==> config.mk <==
export PLATFORM = sky130hd
export DESIGN_NAME = center_out_pan_slot_allocator_core
export DESIGN_NICKNAME = d
export VERILOG_FILES = /design/src/hdl/copsa_pkg.sv /design/src/hdl/copsa_cell.sv /design/src/hdl/copsa_row.sv /design/src/hdl/center_out_pan_slot_allocator_core.sv
export SDC_FILE = /design/constraint.sdc
export NUM_CORES = 2
export LEC_CHECK = 0
export ABC_AREA = 1
export CORE_UTILIZATION = 60
export DETAILED_ROUTE_END_ITERATION = 16
export DONT_BUFFER_PORTS = 1
export PLACE_DENSITY = 0.76
export RECOVER_POWER = 25
export SLEW_MARGIN = 20
export SYNTH_ARGS = -nofsm -noshare
export SYNTH_HDL_FRONTEND = slang
export SYNTH_SLANG_ARGS = --single-unit
==> constraint.sdc <==
create_clock -name clk -period 14.3 [get_ports clk]
set_clock_uncertainty 0.15 [all_clocks]
set_input_delay 2.86 -clock clk [delete_from_list [all_inputs] [get_ports clk]]
set_output_delay 2.86 -clock clk [all_outputs]
set_load 0.01 [all_outputs]
==> src/hdl/copsa_pkg.sv <==
// Shared types and constants for the center-out pan slot allocator.
// Used by copsa_cell, copsa_row and center_out_pan_slot_allocator_core.
package copsa_pkg;

  localparam int MAX_VOICES_DEF = 16;
  localparam int RESET_VOICES   = 12;
  localparam int RESET_WIDTH    = 64;
  localparam int WIDTH_MAX      = 100;
  localparam int PAN_W          = 7;
  localparam int POS_W          = 7;
  localparam int CNT_W          = 5;
  localparam int ADDR_W         = 2;
  localparam logic [ADDR_W-1:0] REG_NUM_VOICES = 2'd0;

  typedef enum logic [1:0] {
    OP_TAKE_NEXT    = 2'd0,
    OP_TAKE_CLOSEST = 2'd1,
    OP_RELEASE      = 2'd2,
    OP_SET_WIDTH    = 2'd3
  } opcode_t;

  typedef struct packed {
    logic [1:0]       opcode;
    logic [PAN_W-1:0] operand;
  } req_word_t;

  typedef struct packed {
    logic [PAN_W-1:0] pan_value;
    logic             pan_valid;
    logic [CNT_W-1:0] free_count;
  } rsp_word_t;

  typedef enum logic [2:0] {
    ROW_HOLD,
    ROW_LOAD,
    ROW_REMOVE,
    ROW_INSERT,
    ROW_WRITE
  } row_op_t;

  typedef struct packed {
    row_op_t          op;
    logic [POS_W-1:0] pos;
    logic [PAN_W-1:0] data;
  } row_ctl_t;

  typedef enum logic [4:0] {
    S_IDLE,
    S_BC,
    S_BB,
    S_BM,
    S_BD,
    S_BW,
    S_BEND,
    S_FILL,
    S_TAKE,
    S_SCAN,
    S_TCL,
    S_RT,
    S_RS,
    S_RI,
    S_PL,
    S_MS,
    S_MW,
    S_RSP
  } state_t;

endpackage

==> src/hdl/copsa_cell.sv <==
// One list cell: holds a pan value and shifts to or from its neighbors.
// Depends on copsa_pkg.
module copsa_cell import copsa_pkg::*; #(
  parameter int IDX = 0
) (
  input  logic             clk,
  input  row_ctl_t         ctl,
  input  logic [PAN_W-1:0] load_val,
  input  logic [PAN_W-1:0] left_val,
  input  logic [PAN_W-1:0] right_val,
  output logic [PAN_W-1:0] val
);

  localparam logic [POS_W-1:0] ME = POS_W'(IDX);

  always_ff @(posedge clk) begin
    unique case (ctl.op)
      ROW_HOLD: begin
      end
      ROW_LOAD: begin
        val <= load_val;
      end
      ROW_REMOVE: begin
        // close the gap: everything at or past pos moves one place left
        if (ME >= ctl.pos) val <= right_val;
      end
      ROW_INSERT: begin
        if (ME > ctl.pos) val <= left_val;
        else if (ME == ctl.pos) val <= ctl.data;
      end
      ROW_WRITE: begin
        if (ME == ctl.pos) val <= ctl.data;
      end
      default: begin
      end
    endcase
  end

endmodule

==> src/hdl/copsa_row.sv <==
// Row of list cells chained left to right; one shared control word per cycle.
// Depends on copsa_pkg and copsa_cell.
module copsa_row import copsa_pkg::*; #(
  parameter int N = MAX_VOICES_DEF
) (
  input  logic             clk,
  input  row_ctl_t         ctl,
  input  logic [PAN_W-1:0] load_vals [N],
  output logic [PAN_W-1:0] vals [N]
);

  for (genvar g = 0; g < N; g++) begin : g_cell
    logic [PAN_W-1:0] left_v;
    logic [PAN_W-1:0] right_v;

    if (g == 0) begin : g_first
      assign left_v = '0;
    end else begin : g_mid_l
      assign left_v = vals[g-1];
    end

    if (g == N-1) begin : g_last
      assign right_v = '0;
    end else begin : g_mid_r
      assign right_v = vals[g+1];
    end

    copsa_cell #(.IDX(g)) u_cell (
      .clk       (clk),
      .ctl       (ctl),
      .load_val  (load_vals[g]),
      .left_val  (left_v),
      .right_val (right_v),
      .val       (vals[g])
    );
  end

endmodule

==> src/hdl/center_out_pan_slot_allocator_core.sv <==
// Center-out pan slot allocator: sequencer, position table, free list and pool rows.
// Depends on copsa_pkg, copsa_row and copsa_cell.
//
// Request channel (req_valid/req_stall/req) carries opcode and operand; each
// word gives exactly one response word (rsp_valid/rsp_stall/rsp) with the pan,
// its valid flag and the free-list length after the step. One word is worked
// on at a time; the response sits in an output register, so a stalled
// receiver only holds the sequencer in its final state.
// Steps per word: take next and take closest refill an empty list first;
//   set width rebuilds the table (a multiply-add and a 7-step divide per
//   slot), then refills the list when it was empty, else remaps, which
//   scans the shrinking pool row once for each free entry.
// The APB register num_voices (address 0) clamps to 1..MAX_VOICES; a write
// rebuilds the table and refills the list with req stalled. After reset the
// same rebuild runs for 12 voices (at most MAX_VOICES) at width 64 before
// the first request word is taken.
module center_out_pan_slot_allocator_core import copsa_pkg::*; #(
  parameter int MAX_VOICES = MAX_VOICES_DEF
) (
  input  logic              clk,
  input  logic              rst,
  input  logic              req_valid,
  output logic              req_stall,
  input  req_word_t         req,
  output logic              rsp_valid,
  input  logic              rsp_stall,
  output rsp_word_t         rsp,
  input  logic              psel,
  input  logic              penable,
  input  logic              pwrite,
  input  logic [ADDR_W-1:0] paddr,
  input  logic [31:0]       pwdata,
  output logic [31:0]       prdata,
  output logic              pready
);

  localparam int IW = $clog2(MAX_VOICES + 1);
  localparam int AW = (MAX_VOICES > 1) ? $clog2(MAX_VOICES) : 1;
  localparam int NW = $clog2(25600 * MAX_VOICES + 1);
  localparam int CW = 14;
  localparam int RV = (RESET_VOICES > MAX_VOICES) ? MAX_VOICES : RESET_VOICES;
  localparam logic [IW-1:0] ONE = IW'(1);

  state_t state, state_next;

  logic [IW-1:0]    nv;
  logic             cfg_pend;
  logic [PAN_W-1:0] cur_w;
  logic [PAN_W-1:0] tbl [MAX_VOICES];
  logic [IW-1:0]    flen;
  logic [IW-1:0]    plen;
  logic [1:0]       op_r;
  logic [PAN_W-1:0] arg_r;
  logic             item;
  logic             after_w;
  logic [CW-1:0]    coef;
  logic [NW-1:0]    base;
  logic [NW-1:0]    num;
  logic [PAN_W-1:0] q;
  logic [2:0]       s;
  logic [IW-1:0]    k;
  logic [IW-1:0]    i;
  logic [IW-1:0]    j;
  logic [IW-1:0]    best;
  logic [7:0]       bestd;
  logic [IW-1:0]    t;
  logic [PAN_W-1:0] pan;
  logic             pvalid;

  row_ctl_t         fr_ctl, pl_ctl;
  logic [PAN_W-1:0] fr_vals [MAX_VOICES];
  logic [PAN_W-1:0] pl_vals [MAX_VOICES];
  logic [IW-1:0]    fr_addr, pl_addr;
  logic [PAN_W-1:0] fr_rd, pl_rd;

  logic [IW-1:0]    mid, slot_idx;
  logic [IW:0]      half, sum;
  logic [NW-1:0]    den, prod;
  logic [NW+6:0]    dsh;
  logic             ge;
  logic [PAN_W-1:0] da, db, gap;
  logic             closer;
  logic             hit, inpre;
  logic [IW-1:0]    tf;
  logic [IW-1:0]    nv_wr;
  logic [PAN_W-1:0] w_sat;
  logic             cfg_wr, req_acc;

  // ---------------------------------------------------------------- config port
  assign pready = 1'b1;
  assign cfg_wr = psel && penable && pwrite && (paddr == REG_NUM_VOICES);
  assign prdata = (paddr == REG_NUM_VOICES) ? 32'(nv) : '0;

  always_comb begin
    if (pwdata[4:0] == 5'd0) nv_wr = ONE;
    else if (int'(pwdata[4:0]) > MAX_VOICES) nv_wr = IW'(MAX_VOICES);
    else nv_wr = IW'(pwdata[4:0]);
  end

  assign w_sat = (int'(req.operand) > WIDTH_MAX) ? PAN_W'(WIDTH_MAX) : req.operand;

  // ---------------------------------------------------------------- table math
  // slot index for assigning-order position k: middle, then left/right alternating
  always_comb begin
    mid  = (nv > ONE) ? (nv >> 1) : '0;
    half = '0;
    sum  = '0;
    if (k == '0) begin
      slot_idx = mid;
    end else if (k[0]) begin
      half     = ({1'b0, k} + (IW+1)'(1)) >> 1;
      slot_idx = (half <= {1'b0, mid}) ? IW'({1'b0, mid} - half) : '0;
    end else begin
      half     = {1'b0, k} >> 1;
      sum      = {1'b0, mid} + half;
      slot_idx = (sum >= {1'b0, nv}) ? (nv - ONE) : IW'(sum);
    end
  end

  assign prod = NW'(coef) * NW'({slot_idx, 1'b1});
  assign den  = NW'(nv) * NW'(200);
  assign dsh  = (NW+7)'(den) << s;
  assign ge   = (NW+7)'(num) >= dsh;

  // ---------------------------------------------------------------- rows
  assign fr_rd = fr_vals[fr_addr[AW-1:0]];
  assign pl_rd = pl_vals[pl_addr[AW-1:0]];

  copsa_row #(.N(MAX_VOICES)) u_free (
    .clk       (clk),
    .ctl       (fr_ctl),
    .load_vals (tbl),
    .vals      (fr_vals)
  );

  copsa_row #(.N(MAX_VOICES)) u_pool (
    .clk       (clk),
    .ctl       (pl_ctl),
    .load_vals (tbl),
    .vals      (pl_vals)
  );

  assign da     = (state == S_MS) ? pl_rd : fr_rd;
  assign db     = (state == S_MS) ? fr_rd : arg_r;
  assign gap    = (da > db) ? (da - db) : (db - da);
  assign closer = {1'b0, gap} < bestd;

  // first table position holding the released value
  always_comb begin
    hit = 1'b0;
    tf  = '0;
    for (int kk = MAX_VOICES - 1; kk >= 0; kk--) begin
      if (IW'(kk) < nv && tbl[kk] == arg_r) begin
        hit = 1'b1;
        tf  = IW'(kk);
      end
    end
  end

  // free entry already appears at or before the released value's position
  always_comb begin
    inpre = 1'b0;
    for (int kk = 0; kk < MAX_VOICES; kk++) begin
      if (IW'(kk) <= t && tbl[kk] == fr_rd) inpre = 1'b1;
    end
  end

  assign req_stall = !(state == S_IDLE && !cfg_pend);
  assign req_acc   = req_valid && !req_stall;

  // ---------------------------------------------------------------- sequencer
  always_ff @(posedge clk) begin
    if (rst) state <= S_BC;
    else state <= state_next;
  end

  always_comb begin
    state_next = state;
    fr_ctl     = '{op: ROW_HOLD, pos: '0, data: '0};
    pl_ctl     = '{op: ROW_HOLD, pos: '0, data: '0};
    fr_addr    = j;
    pl_addr    = j;
    unique case (state)
      S_IDLE: begin
        if (cfg_pend) begin
          state_next = S_BC;
        end else if (req_valid) begin
          unique case (opcode_t'(req.opcode))
            OP_TAKE_NEXT:    state_next = (flen == '0) ? S_FILL : S_TAKE;
            OP_TAKE_CLOSEST: begin
              if (flen < IW'(2)) state_next = (flen == '0) ? S_FILL : S_TAKE;
              else state_next = S_SCAN;
            end
            OP_RELEASE:      state_next = S_RT;
            OP_SET_WIDTH:    state_next = S_BC;
            default:         state_next = S_IDLE;
          endcase
        end
      end
      S_BC:  state_next = S_BB;
      S_BB:  state_next = S_BM;
      S_BM:  state_next = S_BD;
      S_BD:  if (s == 3'd0) state_next = S_BW;
      S_BW:  state_next = (k + ONE == nv) ? S_BEND : S_BM;
      S_BEND: state_next = (!after_w || flen == '0) ? S_FILL : S_PL;
      S_FILL: begin
        fr_ctl.op = ROW_LOAD;
        if (!item) state_next = S_IDLE;
        else if (opcode_t'(op_r) == OP_SET_WIDTH) state_next = S_RSP;
        else state_next = S_TAKE;
      end
      S_TAKE: begin
        fr_addr    = '0;
        fr_ctl.op  = ROW_REMOVE;
        state_next = S_RSP;
      end
      S_SCAN: begin
        fr_addr = j;
        if (j + ONE == flen) state_next = S_TCL;
      end
      S_TCL: begin
        fr_addr    = best;
        fr_ctl.op  = ROW_REMOVE;
        fr_ctl.pos = POS_W'(best);
        state_next = S_RSP;
      end
      S_RT: state_next = (!hit || flen >= nv) ? S_RSP : S_RS;
      S_RS: begin
        fr_addr = i;
        if (i == flen || !inpre) state_next = S_RI;
      end
      S_RI: begin
        fr_ctl     = '{op: ROW_INSERT, pos: POS_W'(i), data: arg_r};
        state_next = S_RSP;
      end
      S_PL: begin
        pl_ctl.op  = ROW_LOAD;
        state_next = S_MS;
      end
      S_MS: begin
        fr_addr = i;
        pl_addr = j;
        if (j + ONE == plen) state_next = S_MW;
      end
      S_MW: begin
        pl_addr    = best;
        fr_ctl     = '{op: ROW_WRITE, pos: POS_W'(i), data: pl_rd};
        pl_ctl     = '{op: ROW_REMOVE, pos: POS_W'(best), data: '0};
        state_next = (i + ONE == flen) ? S_RSP : S_MS;
      end
      S_RSP: begin
        if (!rsp_valid || !rsp_stall) state_next = S_IDLE;
      end
      default: state_next = S_IDLE;
    endcase
  end

  // ---------------------------------------------------------------- datapath
  always_ff @(posedge clk) begin
    if (rst) begin
      nv        <= IW'(RV);
      cur_w     <= PAN_W'(RESET_WIDTH);
      cfg_pend  <= 1'b0;
      flen      <= '0;
      item      <= 1'b0;
      after_w   <= 1'b0;
      rsp_valid <= 1'b0;
    end else begin
      if (cfg_wr) begin
        nv       <= nv_wr;
        cfg_pend <= 1'b1;
      end else if (state == S_IDLE) begin
        cfg_pend <= 1'b0;
      end

      if (state == S_RSP && (!rsp_valid || !rsp_stall)) rsp_valid <= 1'b1;
      else if (rsp_valid && !rsp_stall) rsp_valid <= 1'b0;

      unique case (state)
        S_IDLE: begin
          if (cfg_pend) begin
            item     <= 1'b0;
            after_w  <= 1'b0;
          end else if (req_acc) begin
            item    <= 1'b1;
            op_r    <= req.opcode;
            arg_r   <= req.operand;
            pan     <= '0;
            pvalid  <= 1'b0;
            j       <= '0;
            bestd   <= 8'hFF;
            after_w <= 1'b1;
            if (opcode_t'(req.opcode) == OP_SET_WIDTH) cur_w <= w_sat;
          end
        end
        S_BC: coef <= CW'(cur_w) * CW'(127);
        S_BB: begin
          base <= NW'(nv) * NW'(12800) - NW'(coef) * NW'(nv);
          k    <= '0;
        end
        S_BM: begin
          num <= base + prod;
          s   <= 3'd6;
          q   <= '0;
        end
        S_BD: begin
          // restoring divide, one quotient bit per cycle
          if (ge) begin
            num  <= NW'((NW+7)'(num) - dsh);
            q[s] <= 1'b1;
          end
          s <= s - 3'd1;
        end
        S_BW: begin
          tbl[k[AW-1:0]] <= q;
          k              <= k + ONE;
        end
        S_BEND: begin
        end
        S_FILL: flen <= nv;
        S_TAKE: begin
          pan    <= fr_rd;
          pvalid <= 1'b1;
          flen   <= flen - ONE;
        end
        S_SCAN: begin
          if (closer) begin
            bestd <= {1'b0, gap};
            best  <= j;
          end
          j <= j + ONE;
        end
        S_TCL: begin
          pan    <= fr_rd;
          pvalid <= 1'b1;
          flen   <= flen - ONE;
        end
        S_RT: begin
          t <= tf;
          i <= '0;
        end
        S_RS: if (!(i == flen || !inpre)) i <= i + ONE;
        S_RI: flen <= flen + ONE;
        S_PL: begin
          plen  <= nv;
          i     <= '0;
          j     <= '0;
          bestd <= 8'hFF;
        end
        S_MS: begin
          if (closer) begin
            bestd <= {1'b0, gap};
            best  <= j;
          end
          j <= j + ONE;
        end
        S_MW: begin
          plen  <= plen - ONE;
          i     <= i + ONE;
          j     <= '0;
          bestd <= 8'hFF;
        end
        S_RSP: begin
          if (!rsp_valid || !rsp_stall) begin
            rsp.pan_value  <= pan;
            rsp.pan_valid  <= pvalid;
            rsp.free_count <= CNT_W'(flen);
            item           <= 1'b0;
          end
        end
        default: begin
        end
      endcase
    end
  end

endmodule
# --- Yosys cells after proc, flatten, opt, wreduce, memory -nomap -nowiden ---
# Cells that the tools add are included.
# Widths: inputs -> output; s select.
totals:
  output_inout_bits: 48
  n_memories: 0
  input_bits: 50
  ram_bits: 0
  rom_bits: 0
  regBits: 492
  latch_bits: 0
  elab_cells: 748
op_classes:
  div: 0
  n_eq_ne: 140
  n_addsub: 16
  n_reduce_logical: 136
  shift: 1
  bitwise: 6
  muxes: 253
  multipliers: 5
  magnitude_cmp: 112
op_table:
  columns: ["op", "count"]
  rows:
  - ["$pmux 7 s4", 32]
  - ["$mux 7", 108]
  - ["$eq 7x7->1", 32]
  - ["$bwmux 112", 1]
  - ["$mux 5", 21]
  - ["$eq 4x5->1 const A", 16]
  - ["$ge 4x5->1 const A", 16]
  - ["$gt 4x5->1 const A", 16]
  - ["$ne 2x2->1 const B", 40]
  - ["$pmux 5 s16", 1]
  - ["$reduce_and 2->1", 40]
  - ["$bmux 7 s4", 2]
  - ["$mux 4", 13]
  - ["$pmux 5 s3", 3]
  - ["$mux 1", 43]
  - ["$pmux 7 s2", 3]
  - ["$logic_and 1x1->1", 41]
  - ["$eq 3x5->1 const A", 8]
  - ["$eq 5x4->1 const B", 8]
  - ["$ge 3x5->1 const A", 8]
  - ["$gt 3x5->1 const A", 8]
  - ["$le 4x5->1 const A", 8]
  - ["$lt 4x5->1 const A", 8]
  - ["$pmux 19 s2", 1]
  - ["88 further kinds", 192]

# --- Depth between registers and ports, before layout ---
depth:
  depth_word: 29
  mapped_depth: 53
  mapped_depth_nobuf: 51

# --- By module ---
# From an unflattened synthesis, not the netlist that was laid out.
unflattened:
  hier_cells: 7287
  hier_area_um2: 51221.6
by_module_without_submodules:
  columns: ["module", "cells_per_inst", "seq_area_each_um2", "n_inst", "area_each_um2"]
  rows:
  - ["center_out_pan_slot_allocator_core", 3457, 7697.4, 1, 26305.2]
  - ["copsa_cell (u_free.g_cell[15].u_cell ...)", 141, 210.2, 2, 962.2]
  - ["copsa_cell (u_free.g_cell[13].u_cell ...)", 155, 210.2, 2, 903.4]
  - ["copsa_cell (u_free.g_cell[11].u_cell ...)", 139, 210.2, 2, 875.8]
  - ["copsa_cell (u_free.g_cell[12].u_cell ...)", 146, 210.2, 2, 844.6]
  - ["copsa_cell (u_free.g_cell[14].u_cell ...)", 111, 210.2, 2, 824.5]
  - ["copsa_cell (u_free.g_cell[7].u_cell ...)", 115, 210.2, 2, 782.0]
  - ["copsa_cell (u_free.g_cell[5].u_cell ...)", 126, 210.2, 2, 777.0]
  - ["copsa_cell (u_free.g_cell[10].u_cell ...)", 118, 210.2, 2, 772.0]
  - ["copsa_cell (u_free.g_cell[4].u_cell ...)", 111, 210.2, 2, 742.0]
  - ["copsa_cell (u_free.g_cell[2].u_cell ...)", 111, 210.2, 2, 738.2]
  - ["copsa_cell (u_free.g_cell[6].u_cell ...)", 102, 210.2, 2, 728.2]
  - ["copsa_cell (u_free.g_cell[1].u_cell ...)", 111, 210.2, 2, 723.2]
  - ["copsa_cell (u_free.g_cell[3].u_cell ...)", 108, 210.2, 2, 718.2]
  - ["+4 rows", null, null, null, null]

# --- Least setup slack after synthesis ---
# No wires, ideal clock.
synth_path:
  kind: "flip-flop to flip-flop"
  from: "register nv[4]"
  to: "register num[17] (data pin)"
  required_ns: 13.891
  path_slack_ns: 5.887
  stages_incl_launch_ff: 49
  t_arrival_ns: 8.004
  cell_sequence: "dfxtp_1 clkbuf_1 clkinv_1 ha_1 clkbuf_1 nand2_1 nand2_1 inv_1 a31oi_1 inv_1 nor2_1 ha_1 fa_1 nand2_1 inv_1 nor2_1 o21bai_1 ha_1 [... 13 more ...] inv_1 ha_1 a21oi_1 o21ai_0 nand2_1 nand2_1 a21oi_1 o21ai_0 nand2_1 nand2_1 a21oi_1 o21ai_0 nand2_1 nand2_1 a21oi_1 nand2_1 nand2_1 o21bai_1"
synth_via:
  elab_chain_len: 10
  elab_cells_between_ends: 18
  cone_classes: "5 x add/sub; 2 x mul; 3 x order compare; 1 x shift; 7 x mux"
synth_lines:
  columns: ["element", "line", "rtl"]
  rows:
  - ["start: declaration", "center_out_pan_slot_allocator_core.sv:46", "logic [IW-1:0] nv;"]
  - ["start signal: assignment", "center_out_pan_slot_allocator_core.sv:261", "nv <= IW'(RV);"]
  - ["start signal: assignment", "center_out_pan_slot_allocator_core.sv:270", "nv <= nv_wr;"]
  - ["$gt 5x1->1", "center_out_pan_slot_allocator_core.sv:105", "mid = (nv > ONE) ? (nv >> 1) : '0;"]
  - ["$mux 4", "center_out_pan_slot_allocator_core.sv:105", null]
  - ["$add 4x4->5", "center_out_pan_slot_allocator_core.sv:115", "sum = {1'b0, mid} + half;"]
  - ["$ge 5x5->1", "center_out_pan_slot_allocator_core.sv:116", "slot_idx = (sum >= {1'b0, nv}) ? (nv - ONE) : IW'(sum);"]
  - ["$mux 5", "center_out_pan_slot_allocator_core.sv:116", null]
  - ["$mux 5", "center_out_pan_slot_allocator_core.sv:110", "end else if (k[0]) begin"]
  - ["$mux 5", "center_out_pan_slot_allocator_core.sv:108", "if (k == '0) begin"]
  - ["$mul 14x6->19", "center_out_pan_slot_allocator_core.sv:120", "assign prod = NW'(coef) * NW'({slot_idx, 1'b1});"]
  - ["$add 19x19->19", "center_out_pan_slot_allocator_core.sv:302", "num <= base + prod;"]
  - ["$pmux 19 s2 (*)", "center_out_pan_slot_allocator_core.sv:279", "unique case (state)"]
  - ["end signal: assignment", "center_out_pan_slot_allocator_core.sv:302", null]
  - ["end signal: assignment", "center_out_pan_slot_allocator_core.sv:309", "num <= NW'((NW+7)'(num) - dsh);"]
  - ["end: declaration", "center_out_pan_slot_allocator_core.sv:58", "logic [NW-1:0] num;"]
# Mark *: on every way between the ends. The rest lies on a longest branch, timed or not. The select of a mux whose other input is x is not followed.
# A chain may end at the register's enable or synchronous reset.

# --- Worst setup path after layout ---
layout_path:
  from: "register state[3]"
  to: "register bestd[7] (enable)"
layout_via:
  elab_chain_len: 13
  elab_cells_between_ends: 35
  cone_classes: "2 x add/sub; 2 x order compare; 10 x eq/ne; 11 x mux; 2 x bitwise; 8 x reduce/logical"
layout_lines:
  columns: ["element", "line", "rtl"]
  rows:
  - ["start: declaration", "center_out_pan_slot_allocator_core.sv:44", "state_t state, state_next;"]
  - ["start signal: assignment", "center_out_pan_slot_allocator_core.sv:174", "else state <= state_next;"]
  - ["$eq 5x4->1 (on tied branches)", "center_out_pan_slot_allocator_core.sv:143, center_out_pan_slot_allocator_core.sv:144, center_out_pan_slot_allocator_core.sv:183", null]
  - ["$reduce_or 2->1 (no source line)", null, null]
  - ["$pmux 4 s3", "center_out_pan_slot_allocator_core.sv:183", "unique case (state)"]
  - ["$not 4->5 (implied by the code)", "center_out_pan_slot_allocator_core.sv:126", "assign fr_rd = fr_vals[fr_addr[AW-1:0]];"]
  - ["$bmux 7 s4", "center_out_pan_slot_allocator_core.sv:126", null]
  - ["$mux 7 (implied by the code) (2 in a row)", "center_out_pan_slot_allocator_core.sv:126", null]
  - ["$mux 7 (on tied branches)", "center_out_pan_slot_allocator_core.sv:144, center_out_pan_slot_allocator_core.sv:143", null]
  - ["$sub 7x7->7 or $gt 7x7->1 (tied branches)", "center_out_pan_slot_allocator_core.sv:145", "assign gap = (da > db) ? (da - db) : (db - da);"]
  - ["$mux 7 (*)", "center_out_pan_slot_allocator_core.sv:145", null]
  - ["named net gap[3]", "center_out_pan_slot_allocator_core.sv:81", "logic [PAN_W-1:0] da, db, gap;"]
  - ["$lt 7x8->1 (*)", "center_out_pan_slot_allocator_core.sv:146", "assign closer = {1'b0, gap} < bestd;"]
  - ["$ne 2x1->1 (no source line) (*)", null, null]
  - ["$reduce_and 5->1 (no source line) (*)", null, null]
  - ["end signal: assignment", "center_out_pan_slot_allocator_core.sv:328", "bestd <= {1'b0, gap};"]
  - ["end signal: assignment", "center_out_pan_slot_allocator_core.sv:352", "bestd <= {1'b0, gap};"]
  - ["end: declaration", "center_out_pan_slot_allocator_core.sv:65", "logic [7:0] bestd;"]
# The timed path passes the listed nets; every way through them passes the cells marked *. The select of a mux whose other input is x is not followed.

==> flow_summary.yaml <==
final_layout:
  layout_common_cells: "1201 x nand2_1, 654 x inv_1, 462 x edfxtp_1"
  drive_gt1_frac: 0.0476
  final_nets: 5155
  utilization: 0.649
  syn2layout_area_growth_pct: 6.29
  final_cells: 5678
  n_fill_cell: 5486
  final_common_cell: "nand2_1"
pwr:
  vdd_drop_max_mv: 0.416
  p_total_w: 0.00981
  power_density_nw_per_um2: 238
  p_leak_nw: 17.6
global_routing:
  grt_usage: 0.412
  grt_pass1_wl_mm: 203
  grt_max_degree: 89
  grt_pass1_vias: 32948
  antenna_found_initial: 4
  globalRouteOverflowTotal: 0
clock_network:
  htree_levels: 2
  path_clk_slew_ps: 60
  cts-root-buf: "clkbuf_16"
  clk_path_buf_depth: 3
  clock_sinks: 488
  clk_latency_ps: 660
  cts_tree: "yes"
  cts_resized: 0
  cts_setup_buffers: 0
  ctsHoldBuffers: 0
  cts_inserted_buffers: 55
synthesis:
  syn_avg_cell_area_sq_um: 7.92
  yosys_warnings: 0
  ys_seq_area_frac: 0.372
  yosysUniqueCellTypes: 70
  synth_top_flop_cell: "edfxtp_1"
  synth-edff-count: 462
  ys_async_sr_fraction: 0
  netlist_area_sq_um: 38700
  syn_inst: 4888
  ys_seq_elements: 488
sta:
  period_needed_ps: 10680
  fmax_mhz: 93.7
  worstMarginPinSlew_ps: 3840
  rsz0062_at_grt: "no"
  slew_viol_final: 322
  finalHoldViolations: 0
  fin_tns_setup_ps: 0
  setup_viol: 0
  period_share: 0.747
  slew_headroom: -1.56
worst_setup_path:
  cp-start-kind: "flop"
  required_ps: 14430
  endpoint_kind: "flop"
  crit_slowest_cell: "nand3_1"
  r2r_start: "state[3]"
  slowest_delay_ps: 1620
  critPathMostFrequentCell: "nand3_1"
  crit_fanout: 48
  crit_type: "flop to flop"
  arrival_ps: 10810
  critPathLaunch: "state[3]"
route:
  drt-initial-drc-count: 6158
  wire_per_inst_microns: 24.3
  ant_nets: 0
  wl_mm: 138
  via_per_inst: 6.32
  dr.pass1.iters: 6
  drc: 0
  vias: 35866
floorplanning:
  die_height_microns: 256
  die_width_microns: 256
  core_sq_um: 63400
  dieArea_sq_um: 65600
  rows: 92
  start_util: 0.611
  top_level_ports: 98
placement:
  dp.cells: 5571
  hpwl_mm: 98.6
  gp_congestion: 1.04
  io_buffers: 0
worst_hold_path:
  min_from: "pan[1]"
  hold_class: "flop to flop"
outcome:
  violations: "capacitance limit, slew limit"
  outcome: "complete, but fails checks"
run:
  maxCapViolCount: 5
cell usage after synthesis (7+ instances only):
cell type | number | area share
clkbuf_1 | 143 | 0.014
nand2_1 | 1201 | 0.12
nand3_1 | 321 | 0.041
buf_4 | 42 | 0.0081
ha_1 | 188 | 0.061
a22oi_1 | 13 | 0.0025
buf_2 | 48 | 0.0062
o21bai_1 | 10 | 0.0019
a221oi_1 | 22 | 0.0050
nand3b_1 | 14 | 0.0027
nand4_1 | 32 | 0.0052
nor2_1 | 373 | 0.036
a31oi_1 | 21 | 0.0034
o21ai_1 | 7 | 0.00090
buf_1 | 14 | 0.0014
xnor2_1 | 34 | 0.0077
a211oi_1 | 10 | 0.0019
o211ai_1 | 86 | 0.017
fa_1 | 133 | 0.069
xor2_1 | 108 | 0.024
inv_1 | 653 | 0.063
edfxtp_1 | 462 | 0.36
nand2_2 | 8 | 0.0013
o22ai_1 | 27 | 0.0044
dfxtp_1 | 26 | 0.013
inv_2 | 19 | 0.0018
o21ai_0 | 403 | 0.052
a21oi_1 | 245 | 0.032
nor4_1 | 12 | 0.0019
nor3_1 | 29 | 0.0037
o221ai_1 | 19 | 0.0043
or2_2 | 9 | 0.0015
o2111ai_1 | 60 | 0.014
sequential cells by signal (all words and copies together), names as in the netlist, 2 cells and up:
| register | count |
|---|---|
| t | 4 |
| tbl | 112 |
| j | 5 |
| plen | 5 |
| op_r | 2 |
| state | 5 |
| arg_r | 7 |
| q | 7 |
| num | 16 |
| base | 19 |
| s | 3 |
| i | 5 |
| rsp | 13 |
| flen | 5 |
| coef | 14 |
| best | 5 |
| u_pool.g_cell.u_cell.val | 112 |
| cur_w | 7 |
| pan | 7 |
| bestd | 8 |
| nv | 5 |
| u_free.g_cell.u_cell.val | 112 |
| k | 5 |
final cells by class:
cell class                 instances  area [sq um]  share of cell area
clock inverter                    44           603              0.0146
multi-input combinational       3495         20700               0.503
timing repair buffer              66           469              0.0114
tap                              846          1060              0.0257
antenna                            2          5.00            0.000122
sequential                       488         14400               0.350
clock buffer                      59          1390              0.0338
inverter                         678          2550              0.0619
final timing paths:
| check | end | slack (ps) | cells past startpoint |
|---|---|---|---|
| hold / removal | rsp[7] | 270 | 0 |
| hold reg to reg | rsp[7] | 270 | 0 |
| setup reg to reg | bestd[7] | 3620 | 36 |
| setup / recovery | bestd[7] | 3620 | 36 |
power breakdown:
part	leakage [nW]	switching [W]	internal (W)
sequential	4.38	0.000202	0.00207
clock	0.963	0.000658	0.000944
combinational	12.3	0.00381	0.00212
stage by stage:
stage          hold slack [ps]  setup WS (ps)  instance area (sq um)
2_1_floorplan              250           5890                  38800
6_report                   269           3620                  41200
3_5_place_dp               255           4250                  39200
5_1_grt                    274           3110                  41200
4_1_cts                    269           4150                  41200
3_3_place_gp               255           4300                  39200
layer usage:
| metal | vias up | track usage | share of wire |
|---|---|---|---|
| met5 | - | 0 | 0.00017 |
| met2 | 2641 | 0.628 | 0.43 |
| met3 | 570 | 0.105 | 0.14 |
| li1 | 16116 | - | - |
| met1 | 16535 | 0.534 | 0.36 |
| met4 | 4 | 0.238 | 0.068 |
kinds of logic after synthesis:
kind of cell,Yosys count,share of synthesized area
AO/OA/AOI/OAI,964,0.148
XOR/XNOR,142,0.0321
adder cells (fa/ha/maj),321,0.129
buffers and inverters,931,0.0970
flip-flops,488,0.372
multiplexers,6,0.00158
other,2,0.000194
AND/OR/NAND/NOR,2034,0.220
critical path, delay by kind of cell, from the launching register on:
| family | cells | cell delay, ps |
|---|---|---|
| simple gates | 16 | 4530 |
| compound gates | 9 | 2530 |
| buf+inv | 7 | 1480 |
| fa+ha+maj | 2 | 660 |
| flops | 1 | 390 |
| mux | 1 | 290 |
| xor+xnor | 1 | 190 |
(Power assumes the default switching activity.)
